**src/rtl/touch_keypad_entry_decoder_macros.svh**
```systemverilog
// Assertion macros shared by the keypad decoder files.
`ifndef TOUCH_KEYPAD_ENTRY_DECODER_MACROS_SVH
`define TOUCH_KEYPAD_ENTRY_DECODER_MACROS_SVH

`ifndef SYNTH

// Same-cycle implication, checked at every rising edge outside reset.
`define TKED_ASSERT_IMP(lbl, clk, rst_n, ante, cons) \
    lbl: assert property (@(posedge clk) disable iff (!(rst_n)) (ante) |-> (cons)) \
        else $error("assertion failed");

// Next-cycle implication, checked at every rising edge outside reset.
`define TKED_ASSERT_NXT(lbl, clk, rst_n, ante, cons) \
    lbl: assert property (@(posedge clk) disable iff (!(rst_n)) (ante) |=> (cons)) \
        else $error("assertion failed");

`else

`define TKED_ASSERT_IMP(lbl, clk, rst_n, ante, cons)
`define TKED_ASSERT_NXT(lbl, clk, rst_n, ante, cons)

`endif

`endif

```
**src/rtl/tked_pkg.sv**
```systemverilog
`timescale 1ns / 1ps

package tked_pkg;

    localparam int COORD_W = 10;
    localparam int CHAR_W  = 6;
    localparam int DIGIT_W = 4;
    localparam int BOUND_W = 11;
    localparam int CFG_IDX_W = 4;

    localparam logic [DIGIT_W-1:0] EMPTY_DIGIT = 4'd10;
    localparam logic [DIGIT_W-1:0] ROW2_BASE   = 4'd5;

    localparam logic [BOUND_W-1:0] ROW_GAP   = 11'd25;
    localparam logic [BOUND_W-1:0] ROW_SPLIT = 11'd12;
    localparam logic [BOUND_W-1:0] KEY_SPAN  = 11'd12;

    localparam int NUM_COLS = 5;
    localparam logic [BOUND_W-1:0] COL_END [NUM_COLS] = '{11'd2, 11'd5, 11'd8, 11'd11, 11'd14};

    // Configuration register indexes.
    localparam logic [CFG_IDX_W-1:0] CFG_KEY_LEFT     = 4'd0;
    localparam logic [CFG_IDX_W-1:0] CFG_KEY_TOP      = 4'd1;
    localparam logic [CFG_IDX_W-1:0] CFG_CHAR_WIDTH   = 4'd2;
    localparam logic [CFG_IDX_W-1:0] CFG_CHAR_HEIGHT  = 4'd3;
    localparam logic [CFG_IDX_W-1:0] CFG_ERASE_LEFT   = 4'd4;
    localparam logic [CFG_IDX_W-1:0] CFG_ERASE_TOP    = 4'd5;
    localparam logic [CFG_IDX_W-1:0] CFG_ERASE_WIDTH  = 4'd6;
    localparam logic [CFG_IDX_W-1:0] CFG_ERASE_HEIGHT = 4'd7;

    // Register values after reset.
    localparam logic [COORD_W-1:0] RST_KEY_LEFT     = 10'd20;
    localparam logic [COORD_W-1:0] RST_KEY_TOP      = 10'd230;
    localparam logic [CHAR_W-1:0]  RST_CHAR_WIDTH   = 6'd11;
    localparam logic [CHAR_W-1:0]  RST_CHAR_HEIGHT  = 6'd16;
    localparam logic [COORD_W-1:0] RST_ERASE_LEFT   = 10'd174;
    localparam logic [COORD_W-1:0] RST_ERASE_TOP    = 10'd230;
    localparam logic [COORD_W-1:0] RST_ERASE_WIDTH  = 10'd57;
    localparam logic [COORD_W-1:0] RST_ERASE_HEIGHT = 10'd55;

endpackage

```
**src/rtl/tked_ram.sv**
```systemverilog
`timescale 1ns / 1ps

module tked_ram #(
    parameter int WIDTH = 4,
    parameter int DEPTH = 16,
    parameter int AW    = (DEPTH > 1) ? $clog2(DEPTH) : 1
) (
    input  logic             i_clk,
    input  logic             i_we,
    input  logic [AW-1:0]    i_waddr,
    input  logic [WIDTH-1:0] i_wdata,
    input  logic             i_re,
    input  logic [AW-1:0]    i_raddr,
    output logic [WIDTH-1:0] o_rdata
);

    logic [WIDTH-1:0] r_mem [DEPTH];
    logic [WIDTH-1:0] r_rdata;

    always_ff @(posedge i_clk) begin
        if (i_we) begin
            r_mem[i_waddr] <= i_wdata;
        end
        if (i_re) begin
            r_rdata <= r_mem[i_raddr];
        end
    end

    assign o_rdata = r_rdata;

endmodule

```
**src/rtl/tked_region_lock.sv**
```systemverilog
`timescale 1ns / 1ps
`include "touch_keypad_entry_decoder_macros.svh"

module tked_region_lock #(
    parameter int DEBOUNCE_RELEASES = 2
) (
    input  logic i_clk,
    input  logic i_rst_n,
    input  logic i_step,
    input  logic i_touched,
    input  logic i_in_bounds,
    output logic o_press
);

    localparam int DB_W = $clog2(DEBOUNCE_RELEASES + 1);
    localparam logic [DB_W-1:0] DB_LOAD = DB_W'(DEBOUNCE_RELEASES);

    logic            r_locked;
    logic [DB_W-1:0] r_left;
    logic            n_locked;
    logic [DB_W-1:0] n_left;
    logic [DB_W-1:0] s_dec;

    assign o_press = !r_locked && i_touched && i_in_bounds;

    always_comb begin
        n_locked = r_locked;
        n_left   = r_left;
        s_dec    = r_left;
        if (r_locked) begin
            if (!i_touched && r_left != '0) begin
                s_dec = r_left - 1'b1;
            end
            // The countdown reloads in the same step that it unlocks the region.
            if (s_dec == '0) begin
                n_locked = 1'b0;
                n_left   = DB_LOAD;
            end else begin
                n_left = s_dec;
            end
        end else if (o_press) begin
            n_locked = 1'b1;
        end
    end

    always_ff @(posedge i_clk) begin
        if (!i_rst_n) begin
            r_locked <= 1'b0;
            r_left   <= DB_LOAD;
        end else if (i_step) begin
            r_locked <= n_locked;
            r_left   <= n_left;
        end
    end

    `TKED_ASSERT_IMP(a_left_nonzero, i_clk, i_rst_n, 1'b1, r_left != '0)
    `TKED_ASSERT_IMP(a_idle_full_count, i_clk, i_rst_n, !r_locked, r_left == DB_LOAD)
    `TKED_ASSERT_NXT(a_press_locks, i_clk, i_rst_n, i_step && o_press, r_locked)

endmodule

```
**src/rtl/touch_keypad_entry_decoder.sv**
```systemverilog
`timescale 1ns / 1ps
`include "touch_keypad_entry_decoder_macros.svh"

// Touch keypad entry decoder. One touch sample can be taken in every clock cycle,
// and each yields exactly one result, which moves from the input register to the
// output register. The sample sits in the input register while the keypad and
// backspace hit tests, the debounce countdowns and the entry length update run,
// and the result is held in the output register. While a result waits to be
// taken, one more sample can still enter the input register. Once both registers
// are full, the input stalls until the result is taken.
// The digit store is a small RAM with a registered read port; the read at
// read_index is issued at the input transfer, and a digit written by the
// sample just ahead is forwarded. Stored positions at or beyond the entry
// length are reported as 10, so the store needs no clearing after reset.
// Configuration writes are taken in every cycle and must only be made while
// no sample is in flight.
module touch_keypad_entry_decoder
    import tked_pkg::*;
#(
    parameter int ENTRY_DEPTH       = 16,
    parameter int DEBOUNCE_RELEASES = 2
) (
    input  logic                 i_clk,
    input  logic                 i_rst_n,

    input  logic                 i_cfg_valid,
    output logic                 o_cfg_ready,
    input  logic [CFG_IDX_W-1:0] i_cfg_index,
    input  logic [COORD_W-1:0]   i_cfg_data,

    input  logic                 i_in_valid,
    output logic                 o_in_ready,
    input  logic                 i_touched,
    input  logic [COORD_W-1:0]   i_touch_x,
    input  logic [COORD_W-1:0]   i_touch_y,
    input  logic [3:0]           i_read_index,

    output logic                 o_out_valid,
    input  logic                 i_out_ready,
    output logic                 o_key_hit,
    output logic [DIGIT_W-1:0]   o_key_digit,
    output logic                 o_key_stored,
    output logic                 o_erase_hit,
    output logic                 o_digit_removed,
    output logic [4:0]           o_entry_count,
    output logic [DIGIT_W-1:0]   o_read_digit
);

    localparam int CW    = $clog2(ENTRY_DEPTH + 1);
    localparam int AW    = (ENTRY_DEPTH > 1) ? $clog2(ENTRY_DEPTH) : 1;
    localparam int CMP_W = (CW > 4) ? CW : 4;
    localparam logic [CW-1:0] DEPTH_C = CW'(ENTRY_DEPTH);

    // Configuration registers
    logic [COORD_W-1:0] r_key_left, r_key_top, r_erase_left, r_erase_top;
    logic [COORD_W-1:0] r_erase_width, r_erase_height;
    logic [CHAR_W-1:0]  r_char_width, r_char_height;

    assign o_cfg_ready = 1'b1;

    always_ff @(posedge i_clk) begin
        if (!i_rst_n) begin
            r_key_left     <= RST_KEY_LEFT;
            r_key_top      <= RST_KEY_TOP;
            r_char_width   <= RST_CHAR_WIDTH;
            r_char_height  <= RST_CHAR_HEIGHT;
            r_erase_left   <= RST_ERASE_LEFT;
            r_erase_top    <= RST_ERASE_TOP;
            r_erase_width  <= RST_ERASE_WIDTH;
            r_erase_height <= RST_ERASE_HEIGHT;
        end else if (i_cfg_valid) begin
            unique case (i_cfg_index)
                CFG_KEY_LEFT:     r_key_left     <= i_cfg_data;
                CFG_KEY_TOP:      r_key_top      <= i_cfg_data;
                CFG_CHAR_WIDTH:   r_char_width   <= i_cfg_data[CHAR_W-1:0];
                CFG_CHAR_HEIGHT:  r_char_height  <= i_cfg_data[CHAR_W-1:0];
                CFG_ERASE_LEFT:   r_erase_left   <= i_cfg_data;
                CFG_ERASE_TOP:    r_erase_top    <= i_cfg_data;
                CFG_ERASE_WIDTH:  r_erase_width  <= i_cfg_data;
                CFG_ERASE_HEIGHT: r_erase_height <= i_cfg_data;
                default: begin
                end
            endcase
        end
    end

    // Input register and handshake
    logic               r_s1_vld;
    logic               r_s1_touched;
    logic [COORD_W-1:0] r_s1_x, r_s1_y;
    logic [3:0]         r_s1_ridx;
    logic               r_out_vld;
    logic               s_in_xfer, s_advance;

    assign s_advance  = r_s1_vld && (!r_out_vld || i_out_ready);
    assign o_in_ready = !r_s1_vld || s_advance;
    assign s_in_xfer  = i_in_valid && o_in_ready;

    always_ff @(posedge i_clk) begin
        if (!i_rst_n) begin
            r_s1_vld <= 1'b0;
        end else if (s_in_xfer) begin
            r_s1_vld <= 1'b1;
        end else if (s_advance) begin
            r_s1_vld <= 1'b0;
        end
    end

    always_ff @(posedge i_clk) begin
        if (s_in_xfer) begin
            r_s1_touched <= i_touched;
            r_s1_x       <= i_touch_x;
            r_s1_y       <= i_touch_y;
            r_s1_ridx    <= i_read_index;
        end
    end

    // Keypad hit test and digit decode
    logic [BOUND_W-1:0] s_x, s_y, s_kl, s_kt, s_cw, s_ch;
    logic [BOUND_W-1:0] s_key_bot, s_key_right, s_row_split;
    logic [NUM_COLS-1:0] s_col_lt;
    logic               s_key_in, s_col_any;
    logic [DIGIT_W-1:0] s_col, s_digit;

    always_comb begin
        s_x  = BOUND_W'(r_s1_x);
        s_y  = BOUND_W'(r_s1_y);
        s_kl = BOUND_W'(r_key_left);
        s_kt = BOUND_W'(r_key_top);
        s_cw = BOUND_W'(r_char_width);
        s_ch = BOUND_W'(r_char_height);
        s_key_bot   = s_kt + (s_ch << 1) + ROW_GAP;
        s_key_right = s_kl + s_cw * KEY_SPAN;
        s_row_split = s_kt + ROW_SPLIT + s_ch;
        for (int c = 0; c < NUM_COLS; c++) begin
            s_col_lt[c] = s_x < s_kl + s_cw * COL_END[c];
        end
        s_key_in = (s_y >= s_kt) && (s_y <= s_key_bot) && (s_x >= s_kl) && (s_x <= s_key_right);
        s_col_any = |s_col_lt;
        // The leftmost column whose right end lies past x wins.
        priority if (s_col_lt[0]) s_col = 4'd0;
        else if (s_col_lt[1])     s_col = 4'd1;
        else if (s_col_lt[2])     s_col = 4'd2;
        else if (s_col_lt[3])     s_col = 4'd3;
        else                      s_col = 4'd4;
        s_digit = (s_y < s_row_split) ? s_col : s_col + ROW2_BASE;
    end

    // Backspace hit test
    logic s_erase_in;

    always_comb begin
        s_erase_in = (s_x >= BOUND_W'(r_erase_left))
                  && (s_x <= BOUND_W'(r_erase_left) + BOUND_W'(r_erase_width))
                  && (s_y >= BOUND_W'(r_erase_top))
                  && (s_y <= BOUND_W'(r_erase_top) + BOUND_W'(r_erase_height));
    end

    logic s_key_press, s_erase_press;

    tked_region_lock #(
        .DEBOUNCE_RELEASES (DEBOUNCE_RELEASES)
    ) u_key_lock (
        .i_clk       (i_clk),
        .i_rst_n     (i_rst_n),
        .i_step      (s_advance),
        .i_touched   (r_s1_touched),
        .i_in_bounds (s_key_in),
        .o_press     (s_key_press)
    );

    tked_region_lock #(
        .DEBOUNCE_RELEASES (DEBOUNCE_RELEASES)
    ) u_erase_lock (
        .i_clk       (i_clk),
        .i_rst_n     (i_rst_n),
        .i_step      (s_advance),
        .i_touched   (r_s1_touched),
        .i_in_bounds (s_erase_in),
        .o_press     (s_erase_press)
    );

    // Entry length and store
    logic [CW-1:0]      r_len;
    logic [CW-1:0]      s_len_k, s_len_next;
    logic               s_key_hit, s_key_stored, s_removed;
    logic               s_wr_en;
    logic [AW-1:0]      s_wr_addr, s_rd_addr;
    logic [DIGIT_W-1:0] s_ram_rdata, s_mem_digit, s_read_digit;
    logic               r_byp;
    logic [DIGIT_W-1:0] r_byp_data;

    assign s_key_hit    = s_key_press && s_col_any;
    assign s_key_stored = s_key_hit && (r_len < DEPTH_C);
    assign s_len_k      = r_len + CW'(s_key_stored);
    assign s_removed    = s_erase_press && (s_len_k != '0);
    assign s_len_next   = s_len_k - CW'(s_removed);

    assign s_wr_en   = s_advance && s_key_stored;
    assign s_wr_addr = AW'(r_len);
    assign s_rd_addr = AW'(i_read_index);

    tked_ram #(
        .WIDTH (DIGIT_W),
        .DEPTH (ENTRY_DEPTH),
        .AW    (AW)
    ) u_store (
        .i_clk   (i_clk),
        .i_we    (s_wr_en),
        .i_waddr (s_wr_addr),
        .i_wdata (s_digit),
        .i_re    (s_in_xfer),
        .i_raddr (s_rd_addr),
        .o_rdata (s_ram_rdata)
    );

    // A read issued in the same cycle as a write to that entry sees old data,
    // so the written digit is kept aside and used instead.
    always_ff @(posedge i_clk) begin
        if (s_in_xfer) begin
            r_byp      <= s_wr_en && (s_wr_addr == s_rd_addr);
            r_byp_data <= s_digit;
        end
    end

    always_ff @(posedge i_clk) begin
        if (!i_rst_n) begin
            r_len <= '0;
        end else if (s_advance) begin
            r_len <= s_len_next;
        end
    end

    always_comb begin
        s_mem_digit = r_byp ? r_byp_data : s_ram_rdata;
        // A digit appended by this sample is not in the RAM yet.
        if (s_key_stored && (CMP_W'(r_s1_ridx) == CMP_W'(r_len))) begin
            s_mem_digit = s_digit;
        end
        if ((CMP_W'(r_s1_ridx) < CMP_W'(s_len_next)) && (CMP_W'(r_s1_ridx) < CMP_W'(DEPTH_C))) begin
            s_read_digit = s_mem_digit;
        end else begin
            s_read_digit = EMPTY_DIGIT;
        end
    end

    // Result register
    always_ff @(posedge i_clk) begin
        if (!i_rst_n) begin
            r_out_vld <= 1'b0;
        end else if (s_advance) begin
            r_out_vld <= 1'b1;
        end else if (i_out_ready) begin
            r_out_vld <= 1'b0;
        end
    end

    logic               r_key_hit, r_key_stored, r_erase_hit, r_removed;
    logic [DIGIT_W-1:0] r_key_digit, r_read_digit;
    logic [4:0]         r_entry_count;

    always_ff @(posedge i_clk) begin
        if (s_advance) begin
            r_key_hit     <= s_key_hit;
            r_key_digit   <= s_key_hit ? s_digit : '0;
            r_key_stored  <= s_key_stored;
            r_erase_hit   <= s_erase_press;
            r_removed     <= s_removed;
            r_entry_count <= 5'(s_len_next);
            r_read_digit  <= s_read_digit;
        end
    end

    assign o_out_valid     = r_out_vld;
    assign o_key_hit       = r_key_hit;
    assign o_key_digit     = r_key_digit;
    assign o_key_stored    = r_key_stored;
    assign o_erase_hit     = r_erase_hit;
    assign o_digit_removed = r_removed;
    assign o_entry_count   = r_entry_count;
    assign o_read_digit    = r_read_digit;

    `TKED_ASSERT_IMP(a_len_bound, i_clk, i_rst_n, 1'b1, r_len <= DEPTH_C)
    `TKED_ASSERT_NXT(a_len_hold, i_clk, i_rst_n, !s_advance, $stable(r_len))
    `TKED_ASSERT_NXT(a_len_append, i_clk, i_rst_n, s_advance && s_key_stored && !s_removed, r_len == CW'($past(r_len) + 1'b1))
    `TKED_ASSERT_IMP(a_removed_has_hit, i_clk, i_rst_n, s_removed, s_erase_press && s_len_k != '0)

endmodule

```
**config.mk**
```make
export PLATFORM = sky130hd
export DESIGN_NAME = touch_keypad_entry_decoder
export DESIGN_NICKNAME = d
export VERILOG_FILES = /design/src/rtl/tked_pkg.sv /design/src/rtl/tked_ram.sv /design/src/rtl/tked_region_lock.sv /design/src/rtl/touch_keypad_entry_decoder.sv
export VERILOG_INCLUDE_DIRS = /design/src /design/src/rtl
export SDC_FILE = /design/constraint.sdc
export NUM_CORES = 1
export LEC_CHECK = 0
export BUFFER_PORTS_ARGS = -buffer_cell sky130_fd_sc_hd__buf_4
export CAP_MARGIN = 20
export CORE_UTILIZATION = 32
export CTS_BUF_LIST = sky130_fd_sc_hd__clkbuf_16
export DETAILED_ROUTE_END_ITERATION = 8
export GPL_ROUTABILITY_DRIVEN = 0
export GPL_TIMING_DRIVEN = 0
export MAX_ROUTING_LAYER = met4
export PLACE_DENSITY = 0.43
export SYNTH_ARGS = -nofsm -noshare
export SYNTH_HDL_FRONTEND = slang
export SYNTH_HIERARCHICAL = 1
export SYNTH_SLANG_ARGS = --single-unit
```
**constraint.sdc**
```tcl
create_clock -name i_clk -period 9.09 [get_ports i_clk]
set_clock_uncertainty 0.15 [all_clocks]
set_input_delay 0.909 -clock i_clk [delete_from_list [all_inputs] [get_ports i_clk]]
set_output_delay 0.909 -clock i_clk [all_outputs]
set_load 0.1 [all_outputs]
```
==> Word level (Yosys, flattened, before mapping) <==
Memories as Yosys holds them, arrays and structs flattened. A register that Yosys moved wholly into a read port is not among the register bits.
Cells that the tools add are included.
Widths: inputs -> output; s select.
{ "totals": {"ff_bits": 132, "mem_bits_rw": 64, "inputBits": 44, "out_inout_bits": 20, "elab_cells": 146, "memories": 1} }
{ "mem_list": {"columns": ["name", "words", "width", "rd", "rd_clocked_by_memory_dff", "write_ports", "line_no", "text"], "rows": [
  ["u_store.r_mem", 16, 4, 1, 1, 1, "tked_ram.sv:17", "logic [WIDTH-1:0] r_mem [DEPTH];"]
]} }
{ "op_classes": {"n_addsub": 17, "n_mul": 4, "order_cmp": 16, "n_eq_ne": 9, "n_mux": 25, "reduce_logical": 46} }
{ "ops": {"columns": ["op", "count"], "rows": [
  ["$lt 10x11->1", 6],
  ["$add 10x10->11", 5],
  ["$le 10x11->1", 4],
  ["$ge 10x10->1", 4],
  ["$add 10x7->11", 2],
  ["$add 10x9->11", 2],
  ["$logic_and 1x1->1", 20],
  ["$reduce_and 2->1", 10],
  ["$mul 6x3->9 const B", 2],
  ["$eq 4x3->1 const B", 4],
  ["$mux 1", 12],
  ["$mux 2", 6],
  ["$mux 3", 4],
  ["$mux 4", 3],
  ["$add 10x4->11 const B", 1],
  ["$add 11x5->11 const B", 1],
  ["$add 11x6->11", 1],
  ["$mul 6x4->10 const B", 1],
  ["$eq 4x2->1 const B", 2],
  ["$mul 6x2->8 const B", 1],
  ["$reduce_bool 2->1", 4],
  ["$add 5x1->5", 1],
  ["$eq 4x5->1", 1],
  ["$logic_not 1->1", 5],
  ["other kinds (12)", 15]
]} }

==> Depth between registers and ports, before layout <==
Gate-level depths: netlist of run 1.
{ "logic_depth": {"ltp_word": 14, "mapped_depth": 41, "ltp_nobuf": 41} }

==> By module <==
Netlist of run 1, hierarchy kept.
{ "modules_own_cells": {"columns": ["module", "n_inst", "cells_each", "area_per_inst_um2", "seq_area_each_um2"], "rows": [
  ["touch_keypad_entry_decoder", 1, 1304, 12142.9, 2992.9],
  ["tked_ram", 1, 130, 2706.3, 2042.0],
  ["tked_region_lock", 2, 21, 180.2, 60.1]
]} }

==> Worst setup path before layout of run 1 <==
Ideal clock, no wire load.
{ "synth_timing": {"path_type": "register -> register", "start": "register r_char_width[3]", "end": "register r_read_digit[1], in the netlist o_read_digit[1], data pin", "setup_time_ns": 0.267, "t_arrival_ns": 6.675, "required_time_ns": 8.673, "setup_slack_ns": 1.999, "stages_incl_launch_ff": 36, "path_buffers": 0, "synth_period_minus_slack_ns": 7.091, "cell_sequence": "dfxtp_1 > ha_1 > inv_1 > fa_1 > fa_1 > inv_1 > ha_1 > o21ai_1 > a21oi_1 > o21ai_0 > nand2b_1 > a21o_1 > a21oi_1 > xor2_1 > ha_1 > nand4b_1 > o22ai_1 > nand4b_1 > o21ai_4 > nor2_1 > ha_1 > ha_1 > o21ai_0 > mux2i_1 > o21a_1 > ha_1 > ha_1 > xnor2_1 > inv_1 > ha_1 > o21ai_0 > nand2b_1 > a21oi_1 > nor2_1 > nor3_2 > a31oi_2"} }
{ "synth_between": {"elab_chain_cells": 12, "word_cells_on_any_way": 34, "cone_classes": "9 x add/sub; 4 x mul; 7 x order compare; 6 x mux; 8 x reduce/logical"} }
{ "synth_rtl": {"columns": ["item", "line_no", "text"], "rows": [
  ["start, declared", "touch_keypad_entry_decoder.sv:57", "logic [CHAR_W-1:0] r_char_width, r_char_height;"],
  ["start signal, assigned", "touch_keypad_entry_decoder.sv:75", "CFG_CHAR_WIDTH: r_char_width <= i_cfg_data[CHAR_W-1:0];"],
  ["parallel branches: the longest is 5 deep, another holds $add 10x9->11", null, null],
  ["$logic_and 1x1->1 *", "touch_keypad_entry_decoder.sv:193", "assign s_key_hit = s_key_press && s_col_any;"],
  ["$logic_and 1x1->1 *", "touch_keypad_entry_decoder.sv:194", "assign s_key_stored = s_key_hit && (r_len < DEPTH_C);"],
  ["net s_key_stored", "touch_keypad_entry_decoder.sv:186", "logic s_key_hit, s_key_stored, s_removed;"],
  ["$add 5x1->5 *", "touch_keypad_entry_decoder.sv:195", "assign s_len_k = r_len + CW'(s_key_stored);"],
  ["$reduce_bool 5->1 *", "touch_keypad_entry_decoder.sv:196", "assign s_removed = s_erase_press && (s_len_k != '0);"],
  ["$logic_and 1x1->1 *", "touch_keypad_entry_decoder.sv:196", null],
  ["net s_removed", "touch_keypad_entry_decoder.sv:186", null],
  ["$sub 5x1->5 *", "touch_keypad_entry_decoder.sv:197", "assign s_len_next = s_len_k - CW'(s_removed);"],
  ["net s_len_next[2]", "touch_keypad_entry_decoder.sv:185", "logic [CW-1:0] s_len_k, s_len_next;"],
  ["$lt 4x5->1 *", "touch_keypad_entry_decoder.sv:240", "if ((CMP_W'(r_s1_ridx) < CMP_W'(s_len_next)) && (CMP_W'(r_s1_ridx) < CMP_W'(DEPTH_C))) begin"],
  ["end signal, assigned", "touch_keypad_entry_decoder.sv:270", "r_read_digit <= s_read_digit;"],
  ["end, declared", "touch_keypad_entry_decoder.sv:259", "logic [DIGIT_W-1:0] r_key_digit, r_read_digit;"]
]} }
Mark *: on every way through the listed nets, which the timed path passes.
A chain may end at the register's enable or synchronous reset.

==> Final worst setup path of run 1 <==
{ "layout_timing": {"start": "register r_char_width[1]", "end": "register r_read_digit[1], in the netlist o_read_digit[1], data pin"} }
{ "layout_between": {"elab_chain_cells": 12, "word_cells_on_any_way": 34, "cone_classes": "9 x add/sub; 4 x mul; 7 x order compare; 6 x mux; 8 x reduce/logical"} }
{ "layout_rtl": {"columns": ["item", "line_no", "text"], "rows": [
  ["$mul 6x2->8", "touch_keypad_entry_decoder.sv:133", "s_key_right = s_kl + s_cw * KEY_SPAN;"],
  ["$add 10x10->11", "touch_keypad_entry_decoder.sv:133", null],
  ["$le 10x11->1", "touch_keypad_entry_decoder.sv:138", "s_key_in = (s_y >= s_kt) && (s_y <= s_key_bot) && (s_x >= s_kl) && (s_x <= s_key_right);"],
  ["$logic_and 1x1->1", "touch_keypad_entry_decoder.sv:138", null],
  ["net s_key_in", "touch_keypad_entry_decoder.sv:122", "logic s_key_in, s_col_any;"],
  ["$logic_and 1x1->1", "tked_region_lock.sv:24", "assign o_press = !r_locked && i_touched && i_in_bounds;"],
  ["net s_key_press", "touch_keypad_entry_decoder.sv:159", "logic s_key_press, s_erase_press;"],
  ["$logic_and 1x1->1", "touch_keypad_entry_decoder.sv:193", null],
  ["$logic_and 1x1->1", "touch_keypad_entry_decoder.sv:194", null],
  ["net s_key_stored", "touch_keypad_entry_decoder.sv:186", null],
  ["$add 5x1->5", "touch_keypad_entry_decoder.sv:195", null],
  ["$reduce_bool 5->1", "touch_keypad_entry_decoder.sv:196", null],
  ["$logic_and 1x1->1", "touch_keypad_entry_decoder.sv:196", null],
  ["net s_removed", "touch_keypad_entry_decoder.sv:186", null],
  ["$sub 5x1->5", "touch_keypad_entry_decoder.sv:197", null],
  ["net s_len_next[2]", "touch_keypad_entry_decoder.sv:185", null],
  ["$lt 4x5->1", "touch_keypad_entry_decoder.sv:240", null]
]} }
The timed path passes the listed nets, and every way through them passes these cells.

==> metrics, run 1 <==
Final Power=2200 uW; r2r startpoint=r_char_width[1]; vias in the first global route=~11000; TritonCTS clock tree=built; Clk Latency, worst-skew pair=~470 ps; CP max stage delay=570 ps; Clock Tree Root=clkbuf_16; crit end category=register; final core occ=0.364; Cell Rows=79; Most used DFF post-synth=edfxtp_1; Hold WC Path Type=reg -> reg; Yosys top cell by area=edfxtp_1; Finished Layout Cells=between 2000 and 2500; Synth Instances=1476; flops & latches, synth=200; DR iter-0 viols=502; Adder-Cell Fraction of Synth Area=0.248; r2r endpoint=o_read_digit[1]; crit path from=r_char_width[1]; CP Class=reg -> reg; Max transition margin=0.347; CTS max path bufs=2; Initial Util=0.325; area grow syn2layout=11.9%; Final period util=0.903; maximum vdd drop=0.000126 V; fmax=122 MHz; Crit path required time=9140 ps; Simple-Gate Fraction of Synth Area=0.112; post-synth top area share=0.227; Final Max Tran Viols=0; Syn. warnings=6; Die W=around 220 um; CP dominant cell by count=ha_1; hold path start=r_erase_height[3]; via count=around 11000; num ports=64; vias per std cell=roughly 4.9; TritonRoute pass-1 iters=5; Cell Area, Synth=between 15000 and 20000 um2; critical path launch point type=register; M3 GR Usage=0.0229; P_leak=around 0.0075 uW; reg2reg setup slack=880 ps; worst r2r path cells=39; global-route wire length before repair=between 60 and 70 mm; fin worst setup slack=884 ps; CTS Buf Count=17; Post-Synthesis Net Count=1803; worst-margin pin slew=955 ps; clock slew at reported path FFs=70 ps; mean post-synth cell area=slightly above 10 um2; setup TNS=0 ps; unrepaired setup endpoints after global routing=false; global routing usage on met2=0.286; final WL=39.6 mm; Compound-Gate Fraction of Synth Area=0.140; Synth area leaders=edfxtp_1, ha_1, dfxtp_1, fa_1, inv_1; Yosys cell types=74; critical-path maximum fanout=12; antenna-violating nets left=0; NumNets Final=approximately 1900; # DRC=0; # clock sinks=200; ys async rst share=0; GR Layer Usage met1=0.241; hold buffers post-CTS=0; port bufs=54; core area=46800 um2; Post-synth EDFFs=~120; WL/cell=18.2 um; largest family of logic cells by synthesized area=adder cells; dpl ws=~500 ps; busiest layer in global routing=met2; Seq/Total Area, Yosys=0.339; final setup fails=0; placed cells=2139; layout cells sized above 1=0.0791; MaxCap Viol Count=0; cell area power density=129 nW/um2; Die Area=around 48000 um2; Total GRT Usage=0.179; Worst EP arrival=8260 ps; GRT overflow=0; Final Hold Viols=0; fin crit period=8210 ps; Final HPWL DP=between 30 and 40 mm; status=completed; post-synthesis mux area share=0.0628; CTS H-tree depth=4; Critical Path End=o_read_digit[1]; Die Span Y=about 220 um; antenna violations before repair=0; CP max-delay cell=dfxtp_2; largest net degree at the start of global routing=30; fillers=4690; Synth Area in XOR/XNOR=0.0518
-- kinds of logic (layout without fill, tap and decap cells) --
logic type,after synthesis,after routing
AOI/OAI and AO/OA,313,313
xor gates and xnor gates,90,90
adders and majority gates,283,283
buffers and inverters,178,270
DFF,200,200
muxes,70,70
other,1,2
and+or+nand+nor,341,341
-- registers in the layout, summed over array words and instances (netlist names), 5 cells and up --
register / cells
u_store/r_mem: 64
r_erase_height: 10
r_erase_left: 10
r_erase_top: 10
r_erase_width: 10
r_key_left: 10
r_key_top: 10
r_s1_x: 10
r_s1_y: 10
r_char_height: 6
r_char_width: 6
o_entry_count: 5
r_len: 5
-- report_power, final --
part	leakage [uW]	internal (uW)	total, uW	switching (uW)
sequential	0.00176	999	1030	31.1
clock	0.000282	373	756	382
combinational	0.00541	164	415	251
-- layer usage --
| layer | part of all wire | up-vias |
|---|---|---|
| li1 | - | 5483 |
| met1 | 0.51 | 5074 |
| met2 | 0.46 | 78 |
| met3 | 0.017 | 28 |
| met4 | 0.011 | 0 |
| met5 | 0 | - |
-- worst min-delay path by stage --
stage / cells past startpoint / to / slack [ps]
2_1_floorplan: 2 / r_erase_height[0] / 300
3_3_place_gp: 2 / r_erase_height[0] / 310
3_5_place_dp: 2 / r_erase_height[0] / 310
4_1_cts: 2 / r_erase_height[3] / 330
5_1_grt: 2 / r_erase_height[6] / 350
6_report: 2 / r_erase_height[3] / 330
-- Yosys cell counts (6+ instances only) --
cell type / instances
a211o_1: 10
a21boi_0: 14
a21o_1: 48
a21oi_1: 82
a31oi_1: 8
and3_1: 6
clkbuf_1: 24
dfxtp_1: 85
edfxtp_1: 115
fa_1: 30
ha_1: 253
inv_1: 147
mux2i_1: 53
mux4_1: 14
nand2_1: 111
nand2b_1: 17
nand3_1: 34
nand3b_1: 7
nand4_1: 10
nor2_1: 59
nor2b_1: 54
nor3_1: 16
o211ai_1: 18
o21a_1: 19
o21ai_0: 49
o21bai_1: 18
xnor2_1: 58
xor2_1: 32
-- stage by stage --
step / area, um2 / hold WS, ps
after global routing: 17000 / 349
after floorplan: 15200 / 295
after CTS: 17000 / 330
final: 17000 / 327
after detailed placement: 16400 / 314
after global placement: 16400 / 312
-- cells in the final DEF, fill, tap and decap left out, drive strengths merged, types with 30 or more instances in the layout --
master,Yosys,final
a21oi,83,83
nand3,35,35
buf,7,67
ha,253,253
dfxtp,85,85
nor2b,54,54
xnor2,58,58
fa,30,30
mux2i,53,53
xor2,32,32
edfxtp,115,115
nor2,59,59
clkbuf,24,42
o21ai,57,57
inv,147,152
nand2,111,111
a21o,48,48
-- worst max-delay path: cells and delay by family (launching register included) --
kind,cells,cell delay (ps)
adders and majority gates,8,2250
and+or+nand+nor,13,2010
AOI/OAI and AO/OA,12,1920
xor gates and xnor gates,3,820
DFF,1,570
buffers and inverters,3,220
-- repair_timing --
action / in CTS / in global routing
endpoints found under the setup margin: 0 / 4
resized for setup: 0 / 5
setup buffers: 0 / 3
-- layout make-up --
| type | count | area (um2) | share of cell area |
|---|---|---|---|
| antenna | 1 | 2.50 | 0.000147 |
| buffer | 31 | 149 | 0.00875 |
| clock buffer | 18 | 450 | 0.0265 |
| clock inverter | 14 | 118 | 0.00691 |
| inverter | 147 | 552 | 0.0324 |
| multi-input combinational | 1098 | 9360 | 0.550 |
| sequential | 200 | 5160 | 0.303 |
| tap | 607 | 759 | 0.0446 |
| timing repair buffer | 60 | 470 | 0.0276 |
(Power assumes the default switching activity.)
==> run 2: changes to the inputs <==
--- a/config.mk
+++ b/config.mk
@@ -6,14 +6,13 @@
 export SDC_FILE = /design/constraint.sdc
 export NUM_CORES = 1
 export LEC_CHECK = 0
-export BUFFER_PORTS_ARGS = -buffer_cell sky130_fd_sc_hd__buf_4
+export BUFFER_PORTS_ARGS = -buffer_cell sky130_fd_sc_hd__buf_2
 export CAP_MARGIN = 20
 export CORE_UTILIZATION = 32
 export CTS_BUF_LIST = sky130_fd_sc_hd__clkbuf_16
 export DETAILED_ROUTE_END_ITERATION = 8
 export GPL_ROUTABILITY_DRIVEN = 0
 export GPL_TIMING_DRIVEN = 0
-export MAX_ROUTING_LAYER = met4
 export PLACE_DENSITY = 0.43
 export SYNTH_ARGS = -nofsm -noshare
 export SYNTH_HDL_FRONTEND = slang
==> run 2 against run 1 <==
  * Power fell by 1.1%
  * Combinational power fell by 1%
  * Routed wire length fell by 0.35%
  * Highest routed layer unchanged
  * Critical path type unchanged
  * Sequential power barely moved
  * Global-route usage fell by 0.60 points
  * Worst setup slack improved by 14 ps
  * Clock power fell by 3%
  * Die area did not move
==> metrics, run 2 (synthesis gave the netlist of run 1 again) <==
fmax=122 MHz; n_diodes=0; # clock sinks=200; max FFs per register=64; fillers=4682; # DRC=0; maximum vdd drop=0.000132 V; area grow syn2layout=10.9%; DR iter-0 viols=520; Gate power share=0.188; fin crit period=between 8000 and 9000 ps; worst r2r path cells=33; crit end category=register; port bufs=54; antenna-violating nets left=0; final setup fails=0; Hold EP=r_erase_height[0]; Flop pwr share=0.473; setup TNS=0 ps; vias per std cell=4.89; P_int=1510 uW; unrepaired setup endpoints after global routing=false; hold depth=2; Final period util=0.901; via count=10600; commonest non-fill, non-tap cell in the layout=ha_1; core area=approximately 47000 um2; critical path launch point type=register; WL/cell=18.1 um; Multi-input gate area=9360 um2; final core occ=0.361; r2r endpoint=o_read_digit[1]; Final Max Tran Viols=0; CP Class=reg -> reg; most frequent cells in the layout=ha_1, inv_1, edfxtp_1, nand2_1, a21oi_1; Initial Util=0.325; Largest Register=u_store/r_mem; Final HPWL DP=between 30 and 40 mm; CP max stage delay=around 580 ps; r2r startpoint=r_char_width[2]; Die Span Y=220 um; Worst EP arrival=about 8200 ps; Sw Pwr=661 uW; proportion of power drawn by the clock network=0.339; Crit path required time=9130 ps; TritonRoute pass-1 iters=5; Final Hold Viols=0; NumNets Final=1882; Clock Tree Root=clkbuf_16; num ports=64; Sw Ratio=0.304; Finished Cell Area=around 17000 um2; status=completed; CP max-delay cell=dfxtp_2; Die W=220 um; CTS H-tree depth=4; Final Power=2180 uW; MaxCap Viol Count=0; layout cells sized above 1=0.0797; final WL=39.5 mm; FF/Latch Area=5160 um2; worst-margin pin slew=approximately 1200 ps; Total GRT Usage=0.173; Cell Rows=79; CTS max path bufs=2; GRT overflow=0; CP dominant cell by count=ha_1; CTS Buf Count=17; dpl cell area=about 16000 um2; hold path start=r_erase_height[0]; cell area power density=around 130 nW/um2; Die Area=just under 50000 um2; reg2reg setup slack=900 ps; WHS=329 ps; Max transition margin=0.163; Clk Latency, worst-skew pair=approximately 470 ps; critical-path maximum fanout=11; clock slew at reported path FFs=80 ps; P_leak=0.00741 uW; global-route wire length before repair=roughly 63 mm; largest net degree at the start of global routing=30; TritonCTS clock tree=built; Hold WC Path Type=reg -> reg; vias in the first global route=10900; antenna violations before repair=0
==> run 2: cell count changes in the layout (fill, tap and decap cells not counted), sizes merged <==
| cell | before | now |
|---|---|---|
| inv | 152 | 156 |
| clkbuf | 42 | 41 |
| diode | 1 | 0 |
| clkinv | 9 | 6 |
==> run 2: layer usage <==
metal  part of all wire  global-route usage  up-vias
met3              0.016              0.0208       26
met5                  0                   0        -
li1                   -                   -     5478
met4              0.013              0.0430        0
met1               0.51               0.243     5039
met2               0.46               0.282       87
==> run 2: worst max-delay path by stage <==
stage | start | endpoint | cells past startpoint
2_1_floorplan | r_char_width[3] | o_read_digit[1] | 35
3_3_place_gp | r_char_width[3] | o_read_digit[1] | 35
3_5_place_dp | r_char_width[3] | o_read_digit[1] | 35
4_1_cts | r_char_width[3] | o_read_digit[1] | 35
5_1_grt | r_char_width[1] | o_read_digit[1] | 40
6_report | r_char_width[2] | o_read_digit[1] | 33
==> run 2: cell type report <==
type	count	area share
buffer	31	0.00883
timing repair buffer	60	0.0199
inverter	147	0.0327
tap	607	0.0450
multi-input combinational	1098	0.555
clock buffer	17	0.0252
clock inverter	15	0.00712
sequential	200	0.306
==> run 2: critical path: cells and delay by family (launching register included) <==
family / cells / cell delay [ps]
and+or+nand+nor: 9 / 1410
muxes: 1 / 120
AOI/OAI and AO/OA: 9 / 1910
adders and majority gates: 10 / 2990
DFF: 1 / 580
xor gates and xnor gates: 3 / 670
buffers and inverters: 1 / 80
==> run 2: per-stage QoR <==
step           setup slack (ps)  instances
2_1_floorplan              2000       1476
3_3_place_gp                431       2137
3_5_place_dp                464       2139
4_1_cts                     356       2171
5_1_grt                    20.6       2175
6_report                    898       2175
==> run 2: power by group through the flow <==
stage / clock network (uW) / registers [uW] / logic, uW
after detailed placement: 0 / 1050 / 410
after global placement: 0 / 1050 / 404
after global routing: 794 / 1030 / 467
after floorplan: 0 / 1060 / 273
final: 737 / 1030 / 409
after CTS: 769 / 1030 / 413
==> run 2: what timing repair did <==
item,CTS,global route
hold buffers,0,0
setup buffers,0,3
endpoints found under the setup margin,0,4
resized for setup,0,6
